### config.mk
export PLATFORM = sky130hd
export DESIGN_NAME = vtab_front
export DESIGN_NICKNAME = d
export VERILOG_FILES = /design/src/hw/rtl/vtab_pkg.sv /design/src/hw/rtl/vtab_front.sv
export SDC_FILE = /design/constraint.sdc
export NUM_CORES = 1
export LEC_CHECK = 0
export ABC_AREA = 1
export BUFFER_PORTS_ARGS = -buffer_cell sky130_fd_sc_hd__clkbuf_2
export CAP_MARGIN = 25
export CORE_UTILIZATION = 43
export DETAILED_ROUTE_END_ITERATION = 12
export HOLD_SLACK_MARGIN = 0.05
export PLACE_DENSITY = 0.85
export SYNTH_ARGS = -nofsm -noshare
export SYNTH_HDL_FRONTEND = slang
export SYNTH_SLANG_ARGS = --single-unit
### constraint.sdc
create_clock -name i_clk -period 2.7 [get_ports i_clk]
set_input_delay 0.27 -clock i_clk [delete_from_list [all_inputs] [get_ports i_clk]]
set_output_delay 0.27 -clock i_clk [all_outputs]
set_load 0.02 [all_outputs]
### src/hw/rtl/vtab_pkg.sv
// shared types, codes and defaults for the vertex-triangle adjacency builder
package vtab_pkg;

    // fixed field widths
    localparam int VTX_W  = 10;
    localparam int IDX_W  = 12;
    localparam int DATA_W = 12;
    localparam int OP_W   = 3;
    localparam int ST_W   = 3;
    localparam int VCNT_W = 11;

    // default sizes
    localparam int MAX_VERTICES_DEF  = 1024;
    localparam int MAX_TRIANGLES_DEF = 1024;

    localparam logic [VCNT_W-1:0] VCNT_RESET = 11'd1024;

    // opcodes
    localparam logic [OP_W-1:0] OP_ADD     = 3'd0;
    localparam logic [OP_W-1:0] OP_BUILD   = 3'd1;
    localparam logic [OP_W-1:0] OP_RD_OFF  = 3'd2;
    localparam logic [OP_W-1:0] OP_RD_LIST = 3'd3;
    localparam logic [OP_W-1:0] OP_CLEAR   = 3'd4;

    // status codes
    localparam logic [ST_W-1:0] ST_OK        = 3'd0;
    localparam logic [ST_W-1:0] ST_VERTEX    = 3'd1;
    localparam logic [ST_W-1:0] ST_FULL      = 3'd2;
    localparam logic [ST_W-1:0] ST_INDEX     = 3'd3;
    localparam logic [ST_W-1:0] ST_NOT_BUILT = 3'd4;

    // classified command passed from front to back
    typedef struct packed {
        logic [OP_W-1:0]    op;
        logic               bad_vtx;
        logic               bad_idx;
        logic [3*VTX_W-1:0] corners;  // {c, b, a}
        logic [IDX_W-1:0]   idx;
    } t_cmd;

endpackage

### src/hw/rtl/vtab_front.sv
// front end: vertex count register, input unpacking and range classification
module vtab_front #(
    parameter int MAX_VERTICES = vtab_pkg::MAX_VERTICES_DEF,
    parameter int NW           = $clog2(MAX_VERTICES + 1)
) (
    input  logic                      i_clk,
    input  logic                      i_rst_n,
    input  logic                      i_cfg_we,
    input  logic [vtab_pkg::VCNT_W-1:0] i_cfg_wdata,
    input  logic [47:0]               i_s_tdata,
    input  logic [vtab_pkg::OP_W-1:0] i_s_tuser,
    output vtab_pkg::t_cmd            o_cmd,
    output logic [NW-1:0]             o_nv
);

    logic [vtab_pkg::VCNT_W-1:0] r_vertex_count;
    logic [31:0]                 vc32;
    logic [31:0]                 nv32;
    logic [vtab_pkg::VTX_W-1:0]  va, vb, vc;
    logic [vtab_pkg::IDX_W-1:0]  idx;

    // vertex count register
    always_ff @(posedge i_clk) begin
        if (!i_rst_n) begin
            r_vertex_count <= vtab_pkg::VCNT_RESET;
        end else if (i_cfg_we) begin
            r_vertex_count <= i_cfg_wdata;
        end
    end

    // effective vertex count, clipped to the table size
    always_comb begin
        vc32 = 32'(r_vertex_count);
        nv32 = (vc32 > 32'(MAX_VERTICES)) ? 32'(MAX_VERTICES) : vc32;
    end
    assign o_nv = NW'(nv32);

    // unpack and classify
    assign va  = i_s_tdata[9:0];
    assign vb  = i_s_tdata[19:10];
    assign vc  = i_s_tdata[29:20];
    assign idx = i_s_tdata[41:30];

    always_comb begin
        o_cmd.op      = i_s_tuser;
        o_cmd.corners = {vc, vb, va};
        o_cmd.idx     = idx;
        o_cmd.bad_vtx = (32'(va) >= nv32) || (32'(vb) >= nv32) || (32'(vc) >= nv32);
        o_cmd.bad_idx = 32'(idx) > nv32;
    end

endmodule

# After elaboration in Yosys (flattened, before gate mapping)
# Index checks and enable logic that the tools add are counted.
classes:
  addsub: 0
  n_mul: 0
  div_mod_pow: 0
  order_cmp: 5
  n_eq_ne: 0
  shift: 0
  mux: 1
  bitwise_logic: 0
  reduce_logical: 2
op_table:
  columns: ["op", "n"]
  rows:
  - ["$ge A10 B11 Y1", 3]
  - ["$gt A12 B11 Y1", 1]
  - ["$gt A11 B11 Y1 const B", 1]
  - ["$mux W11", 1]
  - ["$logic_or A1 B1 Y1", 2]
totals:
  reg_bits: 11
  latch_bits: 0
  mem_bits_rw: 0
  romBits: 0
  inputBits: 65
  elab_cells: 9
  mem_count: 0

# Depth between registers and ports, before layout
depth:
  depth_word: 5
  depth_mapped: 15
  depth_no_buf: 15

# Worst setup path before layout
# No wires, ideal clock.
synth_timing:
  kind: "register -> output"
  start: "register r_vertex_count[4] (netlist bit)"
  end: "output port o_cmd[43] (netlist bit)"
  arrival_time_ps: 2089
  t_required_ps: 2430
  path_slack_ps: 341
  path_stages_with_launch: 11
  n_path_buf: 0
  path_cell_list: "dfxtp_1 -> nor4_1 -> nand2_1 -> a21oi_1 -> ha_1 -> nor2_1 -> o21ai_0 -> nand2_1 -> nand3_1 -> nor2_1 -> nand3_1"
synth_rtl:
  columns: ["element", "line", "source"]
  rows:
  - ["from (decl)", "vtab_front.sv:16", "logic [vtab_pkg::VCNT_W-1:0] r_vertex_count;"]
  - ["from (signal assigned)", "vtab_front.sv:25", "r_vertex_count <= vtab_pkg::VCNT_RESET;"]
  - ["from (signal assigned)", "vtab_front.sv:27", "r_vertex_count <= i_cfg_wdata;"]
  - ["to (decl)", "vtab_front.sv:12", "output vtab_pkg::t_cmd o_cmd,"]

==> flow_results.xml <==
<?xml version="1.0" encoding="UTF-8"?>
<metrics>
  <group name="logic_synthesis">
    <metric name="netlist_instances" unit="">272</metric>
    <metric name="synth_edf_count" unit="">0</metric>
    <metric name="synth_top_flop_cell" unit="">sky130_fd_sc_hd__dfxtp_1</metric>
    <metric name="proportion_of_netlist_area_held_by_the_largest_area_contributor" unit="%">27.9</metric>
    <metric name="synthDistinctLibCells" unit="">24</metric>
    <metric name="ys_async_sr_fraction" unit="%">0</metric>
    <metric name="yosysMostFrequentCell" unit="">sky130_fd_sc_hd__nand2_1</metric>
    <metric name="synth_sequential_area_ratio" unit="%">12.0</metric>
    <metric name="cell_type_with_the_largest_total_area_after_synthesis" unit="">sky130_fd_sc_hd__ha_1</metric>
    <metric name="mappedNetlistArea" unit="mm^2">0.00184</metric>
    <metric name="synth.area.top_cells" unit="">sky130_fd_sc_hd__ha_1 (28%), sky130_fd_sc_hd__buf_4 (18%), sky130_fd_sc_hd__dfxtp_1 (12%), sky130_fd_sc_hd__nand2_1 (11%), sky130_fd_sc_hd__inv_1 (6.7%)</metric>
    <metric name="yosys_warnings" unit="">0</metric>
    <metric name="ys_seq_elements" unit="">11</metric>
    <metric name="post_synth.cell_area_avg" unit="um^2">6.75</metric>
    <metric name="syn_nets" unit="">378</metric>
    <metric name="synthTopCellsByCount" unit="">sky130_fd_sc_hd__nand2_1 (54), sky130_fd_sc_hd__buf_4 (45), sky130_fd_sc_hd__ha_1 (41)</metric>
  </group>
  <group name="clocking">
    <metric name="cts.htree.levels" unit="">1</metric>
    <metric name="cts_root_buffer" unit="">sky130_fd_sc_hd__clkbuf_8</metric>
    <metric name="cts_buffers" unit="">3</metric>
    <metric name="clkLatencyLatePin" unit="ps">230</metric>
    <metric name="clk_transition_reported_paths" unit="ps">50</metric>
    <metric name="cts-root-to-sink-buffers" unit="">2</metric>
    <metric name="hold_buffers" unit="">0</metric>
    <metric name="tritoncts_clock_tree" unit="">yes</metric>
    <metric name="clkSinkCount" unit="">11</metric>
  </group>
  <group name="floorplanning">
    <metric name="dieWidth" unit="um">67.3</metric>
    <metric name="floorplan.io_pins" unit="">123</metric>
    <metric name="die_y" unit="um">67.3</metric>
    <metric name="core_region_area" unit="mm^2">0.00406</metric>
    <metric name="start_util" unit="%">45.2</metric>
    <metric name="floorplan.rows" unit="">23</metric>
    <metric name="floorplan.die_area" unit="mm^2">0.00453</metric>
  </group>
  <group name="global_route">
    <metric name="grt_use_met2" unit="%">33.9</metric>
    <metric name="grtUsageMet1" unit="%">21.4</metric>
    <metric name="grt_first_pass_wirelength" unit="um">6290</metric>
    <metric name="grt_start_max_net_pins" unit="">15</metric>
    <metric name="busiest_layer" unit="">met2</metric>
    <metric name="antenna_found_initial" unit="">0</metric>
    <metric name="number_of_global_route_vias_before_repair" unit="">1527</metric>
    <metric name="overflow" unit="">0</metric>
    <metric name="grtUsageMet3" unit="%">1.18</metric>
    <metric name="total_grt_usage" unit="%">18.1</metric>
  </group>
  <group name="power">
    <metric name="p_leak" unit="nW">1.41</metric>
    <metric name="irDropWorstVdd" unit="uV">279</metric>
    <metric name="power_per_cell_area" unit="mW/mm^2">302</metric>
  </group>
  <group name="place">
    <metric name="placer_congestion" unit="">0.794</metric>
    <metric name="placedCellCount" unit="">383</metric>
    <metric name="place_hpwl" unit="um">3630</metric>
    <metric name="place.port_buffers" unit="">110</metric>
    <metric name="post_dp_cell_area" unit="mm^2">0.00209</metric>
  </group>
  <group name="final_layout">
    <metric name="post_layout_nonfiller_instances" unit="">394</metric>
    <metric name="fin_nets" unit="">451</metric>
    <metric name="largest_register" unit="">r_vertex_count</metric>
    <metric name="largest_reg_flops" unit="">11</metric>
    <metric name="post_route_cells_drive_above_1_share" unit="%">47.7</metric>
    <metric name="reg.largest.list" unit="">r_vertex_count x11</metric>
    <metric name="n_antenna_cell" unit="">0</metric>
    <metric name="final_util" unit="%">60.8</metric>
    <metric name="flow.area_growth_from_synthesis" unit="%">34.5</metric>
    <metric name="finalInstanceArea" unit="mm^2">0.00247</metric>
  </group>
  <group name="setup_path">
    <metric name="worst_flop_to_flop_path_startpoint" unit="">r_vertex_count[10]</metric>
    <metric name="worst-endpoint-arrival" unit="ps">2360</metric>
    <metric name="worstSetupStartpointType" unit="">flip-flop</metric>
    <metric name="worst-path-max-fanout" unit="">5</metric>
    <metric name="ff2ff_path_depth" unit="">2</metric>
    <metric name="worst_setup_path_end_kind" unit="">output port</metric>
    <metric name="critical_path.top_delay_family" unit="">simple AND/OR/NAND/NOR gates</metric>
    <metric name="reg2reg_slack" unit="ps">1760</metric>
    <metric name="cp.buffers_inverters" unit="">4</metric>
    <metric name="cell_type_of_the_slowest_stage_on_the_worst_timing_path" unit="">sky130_fd_sc_hd__dfxtp_2</metric>
    <metric name="critical_path.reg2reg.endpoint" unit="">r_vertex_count[10]</metric>
    <metric name="timing.critical_path.slowest_cell_delay" unit="ps">310</metric>
    <metric name="path_class" unit="">flip-flop to output port</metric>
    <metric name="crit_required" unit="ps">2430</metric>
    <metric name="crit_path_cell_trace" unit="">inv_2, nand4_1, nor3_2, nand2_1, buf_4, a21oi_1, buf_4, ha_1, nor2_1, o21ai_1, nand2_1, nand3_1, nor2_1, nand3_1, buf_6</metric>
  </group>
  <group name="hold_path">
    <metric name="worstHoldStart" unit="">i_cfg_wdata[5]</metric>
    <metric name="min-delay-path-class" unit="">primary input to flip-flop</metric>
    <metric name="hold_path_end" unit="">r_vertex_count[5]</metric>
    <metric name="cells_on_worst_hold_path" unit="">3</metric>
  </group>
  <group name="sta">
    <metric name="worst_slew_margin_rel" unit="%">75.4</metric>
    <metric name="maxSlewViolCount" unit="">0</metric>
    <metric name="fin_skew" unit="ps">0</metric>
    <metric name="finalSetupTns" unit="ps">0</metric>
    <metric name="worst-slew-pin-transition" unit="ps">368</metric>
    <metric name="grt_setup_unrepaired" unit="">true</metric>
    <metric name="final_min_period_over_clock_period" unit="%">97.5</metric>
    <metric name="final-setup-viol-count" unit="">0</metric>
    <metric name="finalWorstPathRequiredPeriod" unit="ps">2630</metric>
    <metric name="whs" unit="ps">255</metric>
    <metric name="maxClockFrequency" unit="MHz">380</metric>
    <metric name="hold_vio_cnt_final" unit="">0</metric>
  </group>
  <group name="detailed_routing">
    <metric name="routed_wl" unit="um">4490</metric>
    <metric name="first_drt_pass_iteration_count" unit="">4</metric>
    <metric name="num_vias" unit="">1870</metric>
    <metric name="drc" unit="">0</metric>
    <metric name="first_iter_violations" unit="">35</metric>
    <metric name="ant_nets" unit="">0</metric>
    <metric name="routedWlPerCell" unit="um">11.4</metric>
    <metric name="vias_per_cell" unit="">4.75</metric>
  </group>
  <group name="run">
    <metric name="maxCapViolCount" unit="">0</metric>
  </group>
  <group name="run_status">
    <metric name="outcome" unit="">finished clean</metric>
  </group>
</metrics>
layout make-up:
class | count | area, um^2
fillers | 379 | 1590
multi-input cells | 178 | 1380
repair buffers | 118 | 632
flip-flops and latches | 11 | 226
inverters | 33 | 124
well taps | 50 | 62.6
clock buffers | 4 | 45.0
cell families (layout without fill, tap and decap cells):
group / after synthesis / count (layout) / share of synthesized area, %
fa+ha+maj: 41 / 41 / 27.9
compound gates: 35 / 35 / 10.4
flops: 11 / 11 / 12.0
buf+inv: 83 / 155 / 26.7
simple gates: 102 / 102 / 23.0
worst max path at each step:
stage | end | startpoint | slack (ps) | cells past startpoint
2_1_floorplan | o_cmd[43] | r_vertex_count[4] | 340 | 10
6_report | o_cmd[43] | r_vertex_count[0] | 70 | 15
5_1_grt | o_cmd[43] | r_vertex_count[0] | -90 | 16
3_3_place_gp | o_cmd[42] | r_vertex_count[4] | 170 | 12
4_1_cts | o_cmd[42] | r_vertex_count[3] | 20 | 14
3_5_place_dp | o_cmd[42] | r_vertex_count[3] | 180 | 14
routing by layer:
metal,wire length (um),vias up
li1,-,985
met1,1860,815
met2,2370,63
met3,190,7
met4,70,0
met5,0,-
placed cells by master (no fill, tap or decap):
master	count
sky130_fd_sc_hd__buf_6	1
sky130_fd_sc_hd__o21a_1	1
sky130_fd_sc_hd__nand3b_1	1
sky130_fd_sc_hd__inv_1	28
sky130_fd_sc_hd__o21ai_0	11
sky130_fd_sc_hd__nor4_2	1
sky130_fd_sc_hd__nand3_1	7
sky130_fd_sc_hd__nor3_4	1
sky130_fd_sc_hd__clkbuf_8	3
sky130_fd_sc_hd__o21bai_1	2
sky130_fd_sc_hd__nand2_2	8
sky130_fd_sc_hd__nand2_8	3
sky130_fd_sc_hd__nor2_1	28
sky130_fd_sc_hd__nand4_1	3
sky130_fd_sc_hd__o211ai_1	1
sky130_fd_sc_hd__o21ai_1	2
sky130_fd_sc_hd__nand2_1	41
sky130_fd_sc_hd__buf_4	8
sky130_fd_sc_hd__ha_4	11
sky130_fd_sc_hd__clkbuf_2	108
sky130_fd_sc_hd__a21o_1	1
sky130_fd_sc_hd__inv_2	5
sky130_fd_sc_hd__a21boi_1	1
sky130_fd_sc_hd__a21oi_1	16
sky130_fd_sc_hd__nand2_4	3
sky130_fd_sc_hd__ha_1	30
sky130_fd_sc_hd__dfxtp_1	6
sky130_fd_sc_hd__buf_12	1
sky130_fd_sc_hd__clkbuf_1	1
sky130_fd_sc_hd__nor2_2	4
sky130_fd_sc_hd__nor3_2	2
sky130_fd_sc_hd__dfxtp_2	5
repair_timing:
| action | CTS | global route |
|---|---|---|
| gates cloned | 0 | 0 |
| setup buffers | 0 | 7 |
| endpoints found under the setup margin | 1 | 2 |
| pin swaps | 0 | 15 |
| resized for setup | 1 | 57 |
through the flow:
step                worst slack [ps]  total power, W
floorplan                        341        0.000439
global placement                 171        0.000500
detailed placement               178        0.000510
CTS                             21.3        0.000674
global route                   -89.1        0.000811
finish                          66.5        0.000745
tightest hold or removal path, stage by stage:
cell                       delay (ps)
sky130_fd_sc_hd__clkbuf_2          70
sky130_fd_sc_hd__nor2_1            30
sky130_fd_sc_hd__nor2_1            80
power by group:
part / total [W] / switching [W] / internal, W
Sequential: 0.000192 / 0.0000163 / 0.000176
Clock: 0.000161 / 0.0000575 / 0.000103
Combinational: 0.000392 / 0.000226 / 0.000166
Total: 0.000745 / 0.000300 / 0.000445
No activity file was read; power rests on OpenSTA's default activity.
