==> config.mk <==
export PLATFORM = sky130hd
export DESIGN_NAME = vtab_queue
export DESIGN_NICKNAME = d
export VERILOG_FILES = /design/src/hw/rtl/vtab_pkg.sv /design/src/hw/rtl/vtab_queue.sv
export SDC_FILE = /design/constraint.sdc
export NUM_CORES = 1
export LEC_CHECK = 0
export ABC_AREA = 1
export BUFFER_PORTS_ARGS = -buffer_cell sky130_fd_sc_hd__buf_4
export CELL_PAD_IN_SITES_DETAIL_PLACEMENT = 2
export CELL_PAD_IN_SITES_GLOBAL_PLACEMENT = 2
export CORE_ASPECT_RATIO = 0.5
export CORE_MARGIN = 3
export CORE_UTILIZATION = 38
export CTS_CLUSTER_DIAMETER = 120
export CTS_CLUSTER_SIZE = 24
export DETAILED_ROUTE_END_ITERATION = 7
export HOLD_SLACK_MARGIN = 0.02
export PLACE_DENSITY = 0.86
export RECOVER_POWER = 50
export SYNTH_ARGS = -nofsm -noshare
export SYNTH_HDL_FRONTEND = slang
export SYNTH_SLANG_ARGS = --single-unit
==> constraint.sdc <==
create_clock -name i_clk -period 3.35 [get_ports i_clk]
set_input_delay 0.67 -clock i_clk [delete_from_list [all_inputs] [get_ports i_clk]]
set_output_delay 0.67 -clock i_clk [all_outputs]
set_load 0.05 [all_outputs]
==> src/hw/rtl/vtab_pkg.sv <==
// shared types, codes and defaults for the vertex-triangle adjacency builder
package vtab_pkg;

    // fixed field widths
    localparam int VTX_W  = 10;
    localparam int IDX_W  = 12;
    localparam int DATA_W = 12;
    localparam int OP_W   = 3;
    localparam int ST_W   = 3;
    localparam int VCNT_W = 11;

    // default sizes
    localparam int MAX_VERTICES_DEF  = 1024;
    localparam int MAX_TRIANGLES_DEF = 1024;

    localparam logic [VCNT_W-1:0] VCNT_RESET = 11'd1024;

    // opcodes
    localparam logic [OP_W-1:0] OP_ADD     = 3'd0;
    localparam logic [OP_W-1:0] OP_BUILD   = 3'd1;
    localparam logic [OP_W-1:0] OP_RD_OFF  = 3'd2;
    localparam logic [OP_W-1:0] OP_RD_LIST = 3'd3;
    localparam logic [OP_W-1:0] OP_CLEAR   = 3'd4;

    // status codes
    localparam logic [ST_W-1:0] ST_OK        = 3'd0;
    localparam logic [ST_W-1:0] ST_VERTEX    = 3'd1;
    localparam logic [ST_W-1:0] ST_FULL      = 3'd2;
    localparam logic [ST_W-1:0] ST_INDEX     = 3'd3;
    localparam logic [ST_W-1:0] ST_NOT_BUILT = 3'd4;

    // classified command passed from front to back
    typedef struct packed {
        logic [OP_W-1:0]    op;
        logic               bad_vtx;
        logic               bad_idx;
        logic [3*VTX_W-1:0] corners;  // {c, b, a}
        logic [IDX_W-1:0]   idx;
    } t_cmd;

endpackage

==> src/hw/rtl/vtab_queue.sv <==
// two-entry command queue between front and back
module vtab_queue (
    input  logic           i_clk,
    input  logic           i_rst_n,
    input  logic           i_push,
    input  vtab_pkg::t_cmd i_cmd,
    output logic           o_full,
    input  logic           i_pop,
    output vtab_pkg::t_cmd o_cmd,
    output logic           o_valid
);

    vtab_pkg::t_cmd r_mem [2];
    logic           r_wp;
    logic           r_rp;
    logic [1:0]     r_cnt;

    assign o_full  = (r_cnt == 2'd2);
    assign o_valid = (r_cnt != 2'd0);
    assign o_cmd   = r_mem[r_rp];

    // pointers and fill count
    always_ff @(posedge i_clk) begin
        if (!i_rst_n) begin
            r_wp  <= 1'b0;
            r_rp  <= 1'b0;
            r_cnt <= 2'd0;
        end else begin
            if (i_push) r_wp <= ~r_wp;
            if (i_pop)  r_rp <= ~r_rp;
            r_cnt <= r_cnt + 2'(i_push) - 2'(i_pop);
        end
    end

    // entry storage
    always_ff @(posedge i_clk) begin
        if (i_push) r_mem[r_wp] <= i_cmd;
    end

endmodule

**Word-level counts from Yosys, hierarchy flattened**

Memory sizes are Yosys's and may differ from the RTL's. A register that Yosys moved wholly into a read port is not among the register bits.
Cells that the tools add are included.

- Add/subtract/negate cells: 2
- Multipliers: 0
- Div/mod/pow operators: 0
- Order comparisons: 0
- Equality and inequality tests: 1
- Shift operators: 0
- Mux-type cells: 4
- Bitwise operators: 2
- Reductions and logical operators: 1

Operators by type and width:

| operator | count |
|---|---|
| two-way mux 1 bit | 4 |
| adder 2 x 1 -> 2 bit | 1 |
| == test 2 bit, second input constant | 1 |
| inverter 1 bit | 2 |
| nonzero test 2 bit | 1 |
| subtractor 2 x 1 -> 2 bit | 1 |

- Flip-flop bits (word level): 4
- Bits in latches: 0
- Bits in writable memories: 94
- ROM bits: 0
- Output and inout port bits: 49
- Memories: 1

Memories:

| name | words | width | read ports | clocked after Yosys merged registers in | write ports | line | text |
|---|---|---|---|---|---|---|---|
| r_mem | 2 | 47 | 1 | 1 | 1 | vtab_queue.sv:13 | `vtab_pkg::t_cmd r_mem [2];` |

**Logic depth before layout (Yosys ltp)**

Gate-level depths: netlist of the first run.

- Word-level depth: 3
- Mapped depth: 9

**Worst setup path before layout of the first run**

No wires, ideal clock.

- Path kind: input to register
- Start point: input port i_push
- End point: memory r_mem[0][0] (netlist name) (enable)
- Data arrival time: 2685 ps
- Data required time: 2897 ps
- Slack: 212 ps
- Stages on the path: 2
- Buffers on the path: 0
- Cell sequence: inv_1 nor2_1

- Longest elaborated chain between the ends: 2

Ends and longest elaborated chain:

| element | line | text |
|---|---|---|
| start: declaration | vtab_queue.sv:5 | `input logic i_push,` |
| two-way mux 1 bit | vtab_queue.sv:37 | `if (i_push) r_mem[r_wp] <= i_cmd;` |
| two-way mux 1 bit (implied by the code) | vtab_queue.sv:37 |  |
| end: declaration | vtab_queue.sv:13 |  |

No other way between the ends.

==> results of run 1 <==
## area by class of cell
class	instances	area [um2]	share of cell area
Clock buffer	10	239	0.0496
Clock inverter	6	65.1	0.0135
Inverter	7	26.3	0.00545
Multi-Input combinational cell	68	741	0.154
Sequential cell	99	2920	0.607
Tap cell	130	163	0.0338
Timing Repair Buffer	101	659	0.137
## cells by family (layout without fill, tap and decap cells)
group,count (synthesis),in the layout,share of synthesized area
AND/OR/NAND/NOR,18,18,0.0184
adder cells (fa/ha/maj),2,2,0.00669
buffers and inverters,12,124,0.0204
flip-flops,99,99,0.782
multiplexers,47,47,0.172
AO/OA/AOI/OAI,1,1,0.00134
## per-layer routing
metal | track usage | wire length [um] | vias up
met4 | 0.0619 | 129 | 0
met5 | 0 | 0 | -
li1 | - | - | 902
met3 | 0.0386 | 272 | 12
met2 | 0.314 | 5200 | 34
met1 | 0.199 | 3750 | 997
## how the worst max path moves through the flow
stage	end	start	slack, ns	cells past startpoint
finish	o_cmd[13]	flip-flop	0.64	3
global route	o_cmd[10]	flip-flop	0.55	3
CTS	o_cmd[10]	flip-flop	0.60	3
detailed placement	o_cmd[10]	flip-flop	1.00	3
global placement	o_cmd[12]	flip-flop	1.06	3
floorplan	r_mem[0][0]	i_push	0.21	2
## tightest hold or removal path, cell delays in order (launching register included)
cell     delay [ns]
dfxtp_1        0.32
nor2_1         0.10
nor2_1         0.05
## registers in the layout (all words and copies together) (netlist names), named ones only
register / flops
r_rp: 1
r_mem: 94
r_wp: 1
r_cnt: 2
## through the flow
step,utilization,worst slack [ns]
3_5_place_dp,0.509,1.00
4_1_cts,0.542,0.602
5_1_grt,0.528,0.547
6_report,0.528,0.641
2_1_floorplan,-,0.212
3_3_place_gp,0.509,1.06
## power by group
| part | switching [uW] | internal [uW] |
|---|---|---|
| Sequential | 34.0 | 1430 |
| Clock | 455 | 599 |
| Combinational | 325 | 175 |
| Total | 814 | 2210 |
## synth_stat cells, drive strengths merged
cell type	instances
dfxtp	5
nand2	9
nor2	8
ha	2
a21oi	1
inv	7
mux2	47
buf	5
nand3	1
edfxtp	94
==> impl_metrics.ini, run 1 <==
[die]
core_area_mm2 = 0.00913
die_area_mm2 = 0.0111
die_w_um = 146
start_util = 0.410
num_rows = 24
ios = 100
die_h_um = 76.2

[grt]
track_usage = 0.172
first_global_vias = 2181
antenna_found_initial = 0
grt_max_degree = 48
grt_overflow = 0
grt_pass1_wl_mm = 14.2

[worst_hold_path]
hold_path_end = r_wp
hold_class = reg2reg
whs_path_depth = 2
hold_start = r_wp

[job]
maxCapViolations = 1

[yosys]
synth_top_area_cell = edfxtp_1
synth_cells = 179
synth.distinct_cells = 12
synth.cell_area_mm2 = 0.00374
avgSynthCellArea_um2 = 20.9
syn-num-nets = 232
yosys_register_bits = 99
synth.area.top_cells = edfxtp_1, mux2_4, mux2_2
yosys_warnings = 0
synth_top_area_frac = 0.755
ys_seq_area_frac = 0.782

[cts]
cts_setup_buffers = 0
root_buffer = clkbuf_16
tritoncts = done
ctsResizeCount = 0
cts_buffers = 9
clkSlewWorstSetupHoldPaths_ns = 0.06
cts_sinks = 99
cts_max_path_buffers = 2
htreeDepth = 3
clkLatencyLatePin_ns = 0.35
ctsHoldBuffers = 0

[setup_path]
cp_slowest_stage_delay_ns = 0.79
crit_chain = buf_12 -> mux2_2 -> buf_4
cp.arrival_ns = 2.04
path_max_fanout = 26
path_delay_family = flip-flops
r2r-end = r_mem[0][43]
rr_worst_depth = 2
r2r_start = r_wp
critical_path_buf_inv_count = 2
critPathLaunchType = flip-flop
cp_slowest_cell = dfxtp_2
crit_required_ns = 2.68
critical_path_class = reg2out
endpoint_kind = output pin
r2r_slack_ns = 1.24

[sta]
tns_ns = 0
rsz0062_at_grt = no
skew_ns = 0.00944
drv_slew = 16
holdWs_ns = 0.517
maxSlewHeadroom = -0.00715
finalSetupViolations = 0
finalCriticalPeriod_ns = 2.71
min_period_over_period = 0.809
hold_viol = 0
worst_pin_slew_ns = 1.51
max_clock_freq_mhz = 369

[final_layout]
stdcell_count = 421
design_area_mm2 = 0.00482
fill_cells = 836
nNetsFinal = 339
area_delta_synth_final_pct = 28.8
layout-drive-gt1-share = 0.457
antenna_cells = 0
final_common_cell = edfxtp_1
final_cell_mix = edfxtp_1, buf_4, clkbuf_1

[status]
status = complete, but fails checks
violations = max-capacitance violations, max-slew violations

[drt]
drc = 0
ant_nets = 0
drt_iter0_drc = 99
routed_wirelength_mm = 9.35
via_per_inst = 4.62
wl_per_cell_um = 22.2
vias = 1945
drtPass1Iterations = 5

[placed_design]
dp_hpwl_mm = 6.43
numPortBuffers = 99
placed_cell_area_mm2 = 0.00464
dpl.cell_count = 405
gp_congestion = 0.706

[pwr]
ir_drop_mv = 0.357
power.leakage_uw = 0.00183
power_density_mw_per_mm2 = 627
design_power_total_uw = 3020
Power figures use the tool's default switching activity.
==> run 2: changes to the inputs <==
--- a/config.mk
+++ b/config.mk
@@ -5,7 +5,7 @@
 export SDC_FILE = /design/constraint.sdc
 export NUM_CORES = 1
 export LEC_CHECK = 0
-export ABC_AREA = 1
+export ABC_AREA = 0
 export BUFFER_PORTS_ARGS = -buffer_cell sky130_fd_sc_hd__buf_4
 export CELL_PAD_IN_SITES_DETAIL_PLACEMENT = 2
 export CELL_PAD_IN_SITES_GLOBAL_PLACEMENT = 2
@@ -16,7 +16,7 @@
 export CTS_CLUSTER_SIZE = 24
 export DETAILED_ROUTE_END_ITERATION = 7
 export HOLD_SLACK_MARGIN = 0.02
-export PLACE_DENSITY = 0.86
+export PLACE_DENSITY = 0.85
 export RECOVER_POWER = 50
 export SYNTH_ARGS = -nofsm -noshare
 export SYNTH_HDL_FRONTEND = slang
==> constraint.sdc (replaced) <==
create_clock -name i_clk -period 2.5 [get_ports i_clk]
set_input_delay 0.5 -clock i_clk [delete_from_list [all_inputs] [get_ports i_clk]]
set_output_delay 0.5 -clock i_clk [all_outputs]
set_load 0.05 [all_outputs]
==> impl_metrics.ini, run 2 <==
[status]
status = finished, final reports clean

[final_layout]
top_register = r_mem
largest_reg_flops = 94
final_cell_mix = edfxtp_1, buf_4, mux2_4
final_common_cell = edfxtp_1
top_regs = r_mem x94, r_cnt x2
area_delta_synth_final_pct = 29.0
nNetsFinal = 330
fill_cells = 854
layout-drive-gt1-share = 0.500
antenna_cells = 0

[setup_path]
cp.arrival_ns = 1.65
r2r_start = r_wp
r2r-end = r_mem[0][34]
crit_required_ns = 2.00
endpoint_kind = output pin
path_max_fanout = 25
worstSetupEndpoint = o_cmd[11]
rr_worst_depth = 2
critPathLaunchType = flip-flop
critical_path_class = reg2out
r2r_slack_ns = 0.50

[pwr]
seqPwrFrac = 0.484
power_density_mw_per_mm2 = 835
p_sw_uw = 1120
swShare = 0.278
pwr-share-clk = 0.323
power.internal_uw = 2910
ir_drop_mv = 0.417
pwr-share-comb = 0.193
power.leakage_uw = 0.00181

[grt]
grt_max_degree = 26
first_global_vias = 2250
grt_pass1_wl_mm = 13.5
antenna_found_initial = 0
grt_overflow = 0
track_usage = 0.161

[yosys]
ys.flop_type = edfxtp_1
syn-num-nets = 220
yosys_register_bits = 99
synth_top_area_cell = edfxtp_1
synth.top_cells.by_count = edfxtp_1, mux2_4, mux2_2
ys_seq_area_frac = 0.781
yosys_warnings = 0
synth_top_area_frac = 0.754
synth.area.top_cells = edfxtp_1, mux2_4, mux2_2
avgSynthCellArea_um2 = 22.4
yosys.cell_count.top_type = edfxtp_1
synth.distinct_cells = 14
synth.cell_area_mm2 = 0.00374
synth_edf_count = 94
synthArstFlopShare = 0
synth_cells = 167

[drt]
drc = 0
ant_nets = 0
routed_wirelength_mm = 8.65
drtPass1Iterations = 4
drt_iter0_drc = 70
vias = 1900
via_per_inst = 4.61
wl_per_cell_um = 21.0

[cts]
htreeDepth = 3
tritoncts = done
ctsResizeCount = 0
ctsHoldBuffers = 0
cts_max_path_buffers = 2
root_buffer = clkbuf_16
cts_buffers = 9
clkLatencyLatePin_ns = 0.33
clkSlewWorstSetupHoldPaths_ns = 0.07
cts_setup_buffers = 0
cts_sinks = 99

[sta]
setup_slack_ns = 0.347
skew_ns = 0.00814
max_clock_freq_mhz = 465
maxSlewHeadroom = 0.0137
min_period_over_period = 0.861
finalCriticalPeriod_ns = 2.15
worst_pin_slew_ns = 1.48
rsz0062_at_grt = no
tns_ns = 0
holdWs_ns = 0.370
hold_viol = 0
finalSetupViolations = 0
drv_slew = 0

[job]
maxCapViolations = 0

[worst_hold_path]
hold_class = in2reg

[die]
die_area_mm2 = 0.0111
start_util = 0.410
ios = 100
die_w_um = 146
core_area_mm2 = 0.00913
num_rows = 24
die_h_um = 76.2

[placed_design]
gp_congestion = 0.652
dp_worst_setup_slack_ns = 0.684
dp_hpwl_mm = 6.54
numPortBuffers = 99
==> run 2: cell types whose count changed after synthesis <==
cell | previous run | this run
or2_2 | 0 | 1
a21oi_1 | 1 | 0
nand2_1 | 9 | 0
xor2_1 | 0 | 1
nor2b_1 | 0 | 4
inv_1 | 7 | 2
and2_1 | 0 | 4
nor2_1 | 8 | 0
nand3_1 | 1 | 0
xnor3_1 | 0 | 1
o21a_1 | 0 | 1
==> run 2: layout make-up <==
type	count	area [um2]	share of cell area
flip-flops and latches	99	2920	0.606
clock buffers	10	239	0.0495
clock inverters	6	47.5	0.00985
multi-input cells	61	763	0.158
inverters	2	7.51	0.00155
well taps	130	163	0.0337
repair buffers	104	684	0.142
==> run 2: worst min-delay path by stage <==
stage / startpoint / to / cells after the start
2_1_floorplan: r_rp / flip-flop / 2
3_3_place_gp: r_rp / r_rp / 2
3_5_place_dp: r_rp / r_rp / 2
4_1_cts: i_cmd[18] / r_mem[1][18] / 1
5_1_grt: i_cmd[6] / r_mem[0][6] / 1
6_report: i_cmd[18] / r_mem[1][18] / 1
==> run 2: per-layer routing <==
layer	vias to the layer above	global-route usage	wire length [um]
li1	875	-	-
met1	977	0.178	3380
met2	37	0.304	4860
met3	11	0.0446	288
met4	0	0.0469	132
met5	-	0	0
==> run 2: cell families (layout without fill, tap and decap cells) <==
family,count (synthesis),after routing,share of synthesized area
XOR/XNOR,2,2,0.00836
adder cells (fa/ha/maj),2,2,0.00669
AND/OR/NAND/NOR,9,9,0.0150
buffers and inverters,7,122,0.0154
AO/OA/AOI/OAI,1,1,0.00201
flip-flops,99,99,0.781
multiplexers,47,47,0.172
==> run 2: power by group through the flow <==
stage          combinational, uW  sequential, uW  clock, uW
2_1_floorplan                557            1970          0
3_3_place_gp                 782            1970          0
3_5_place_dp                 812            1990          0
4_1_cts                      815            1950       1340
5_1_grt                      820            1960       1400
6_report                     778            1950       1300
==> run 2: metrics by stage <==
stage / utilization / power (uW) / instances / area, um2
floorplan: - / 2530 / 167 / 3740
global placement: 0.510 / 2750 / 396 / 4660
detailed placement: 0.510 / 2800 / 396 / 4660
CTS: 0.542 / 4110 / 412 / 4940
global route: 0.529 / 4170 / 412 / 4830
finish: 0.529 / 4030 / 412 / 4830
==> run 2: worst max-delay path: stages, from the launching register on <==
cell     delay, ns
dfxtp_2       0.34
buf_4         0.37
mux2_2        0.40
buf_4         0.19
==> run 3: changes to the inputs <==
==> constraint.sdc (replaced) <==
create_clock -name i_clk -period 2.5 [get_ports i_clk]
set_input_delay 0.375 -clock i_clk [delete_from_list [all_inputs] [get_ports i_clk]]
set_output_delay 0.375 -clock i_clk [all_outputs]
set_load 0.05 [all_outputs]
==> impl_metrics.ini, run 3 (synthesized netlist as in run 2, its figures left out) <==
[setup_path]
critPathLaunchType = flip-flop
cp.arrival_ns = 2.04
crit_required_ns = 2.43
endpoint_kind = flip-flop
critical_path_class = reg2reg
path_max_fanout = 25

[cts]
cts_buffers = 9
cts_setup_buffers = 0
clkLatencyLatePin_ns = 0.34
ctsHoldBuffers = 0
htreeDepth = 3
cts_max_path_buffers = 2
clkSlewWorstSetupHoldPaths_ns = 0.07
cts_sinks = 99
root_buffer = clkbuf_16
tritoncts = done
ctsResizeCount = 0

[pwr]
ir_drop_mv = 0.439
power_density_mw_per_mm2 = 882
power.leakage_uw = 0.00181
design_power_total_uw = 4280

[final_layout]
stdcell_count = 412
final_common_cell = edfxtp_1
top_register = r_mem
final_cell_mix = edfxtp_1, buf_4, clkbuf_1
fill_cells = 854
nNetsFinal = 330
layout-drive-gt1-share = 0.472
largest_reg_flops = 94
top_regs = r_mem x94, r_cnt x2
antenna_cells = 0
area_delta_synth_final_pct = 29.6

[sta]
maxSlewHeadroom = -0.112
finalSetupViolations = 0
holdWs_ns = 0.238
hold_viol = 0
max_clock_freq_mhz = 474
min_period_over_period = 0.844
setup_slack_ns = 0.391
finalCriticalPeriod_ns = 2.11
rsz0062_at_grt = no
worst_pin_slew_ns = 1.67
drv_slew = 26
skew_ns = 0.00625
tns_ns = 0

[grt]
antenna_found_initial = 0
track_usage = 0.183
first_global_vias = 2220
grt_max_degree = 26
grt_pass1_wl_mm = 15.0
grt_overflow = 0

[placed_design]
dp_worst_setup_slack_ns = 0.826
numPortBuffers = 99
gp_congestion = 0.652
dp_hpwl_mm = 6.52
dpl.cell_count = 396

[job]
maxCapViolations = 1

[drt]
ant_nets = 0
drtPass1Iterations = 4
routed_wirelength_mm = 9.95
vias = 1932
via_per_inst = 4.69
wl_per_cell_um = 24.1
drt_iter0_drc = 80
drc = 0

[die]
die_h_um = 76.2
ios = 100
core_area_mm2 = 0.00913
die_w_um = 146
num_rows = 24
start_util = 0.410
die_area_mm2 = 0.0111

[status]
violations = max-capacitance violations, max-slew violations
status = complete, but fails checks

[worst_hold_path]
hold_class = in2reg
## run 3: worst max-delay path, cell delays in order, from the launching register on
cell      delay [ns]
dfxtp_1         0.36
nor2b_4         0.13
clkbuf_1        1.21
## run 3: stage by stage
stage	area, um2	utilization
3_5_place_dp	4660	0.510
3_3_place_gp	4660	0.510
2_1_floorplan	3740	-
4_1_cts	4990	0.546
6_report	4850	0.531
5_1_grt	4850	0.531
## run 3: where the power goes
part	internal (uW)	total [uW]	switching, uW
Sequential	1920	1960	37.6
Combinational	280	784	504
Clock	931	1540	607
Total	3130	4280	1150
## run 3: metal layers
metal	global-route usage	vias to the layer above	routed length [um]
met3	0.0392	12	280
li1	-	872	-
met1	0.221	1005	4140
met5	0	-	0
met2	0.335	43	5390
met4	0.0441	0	136
## run 3: path summary, 6_finish.rpt
kind / from / to / slack [ns] / depth (start not counted)
setup / recovery: r_wp / r_mem[0][31] / 0.39 / 2
hold / removal: i_cmd[18] / r_mem[1][18] / 0.24 / 1
setup reg to reg: r_wp / r_mem[0][31] / 0.39 / 2
hold reg to reg: r_rp / r_rp / 0.60 / 2
## run 3: cell type report
class | count | area [um2] | share of cell area
flip-flops and latches | 99 | 2920 | 0.603
multi-input cells | 61 | 771 | 0.159
repair buffers | 104 | 654 | 0.135
clock buffers | 12 | 256 | 0.0529
well taps | 130 | 163 | 0.0335
clock inverters | 4 | 72.6 | 0.0150
inverters | 2 | 7.51 | 0.00155
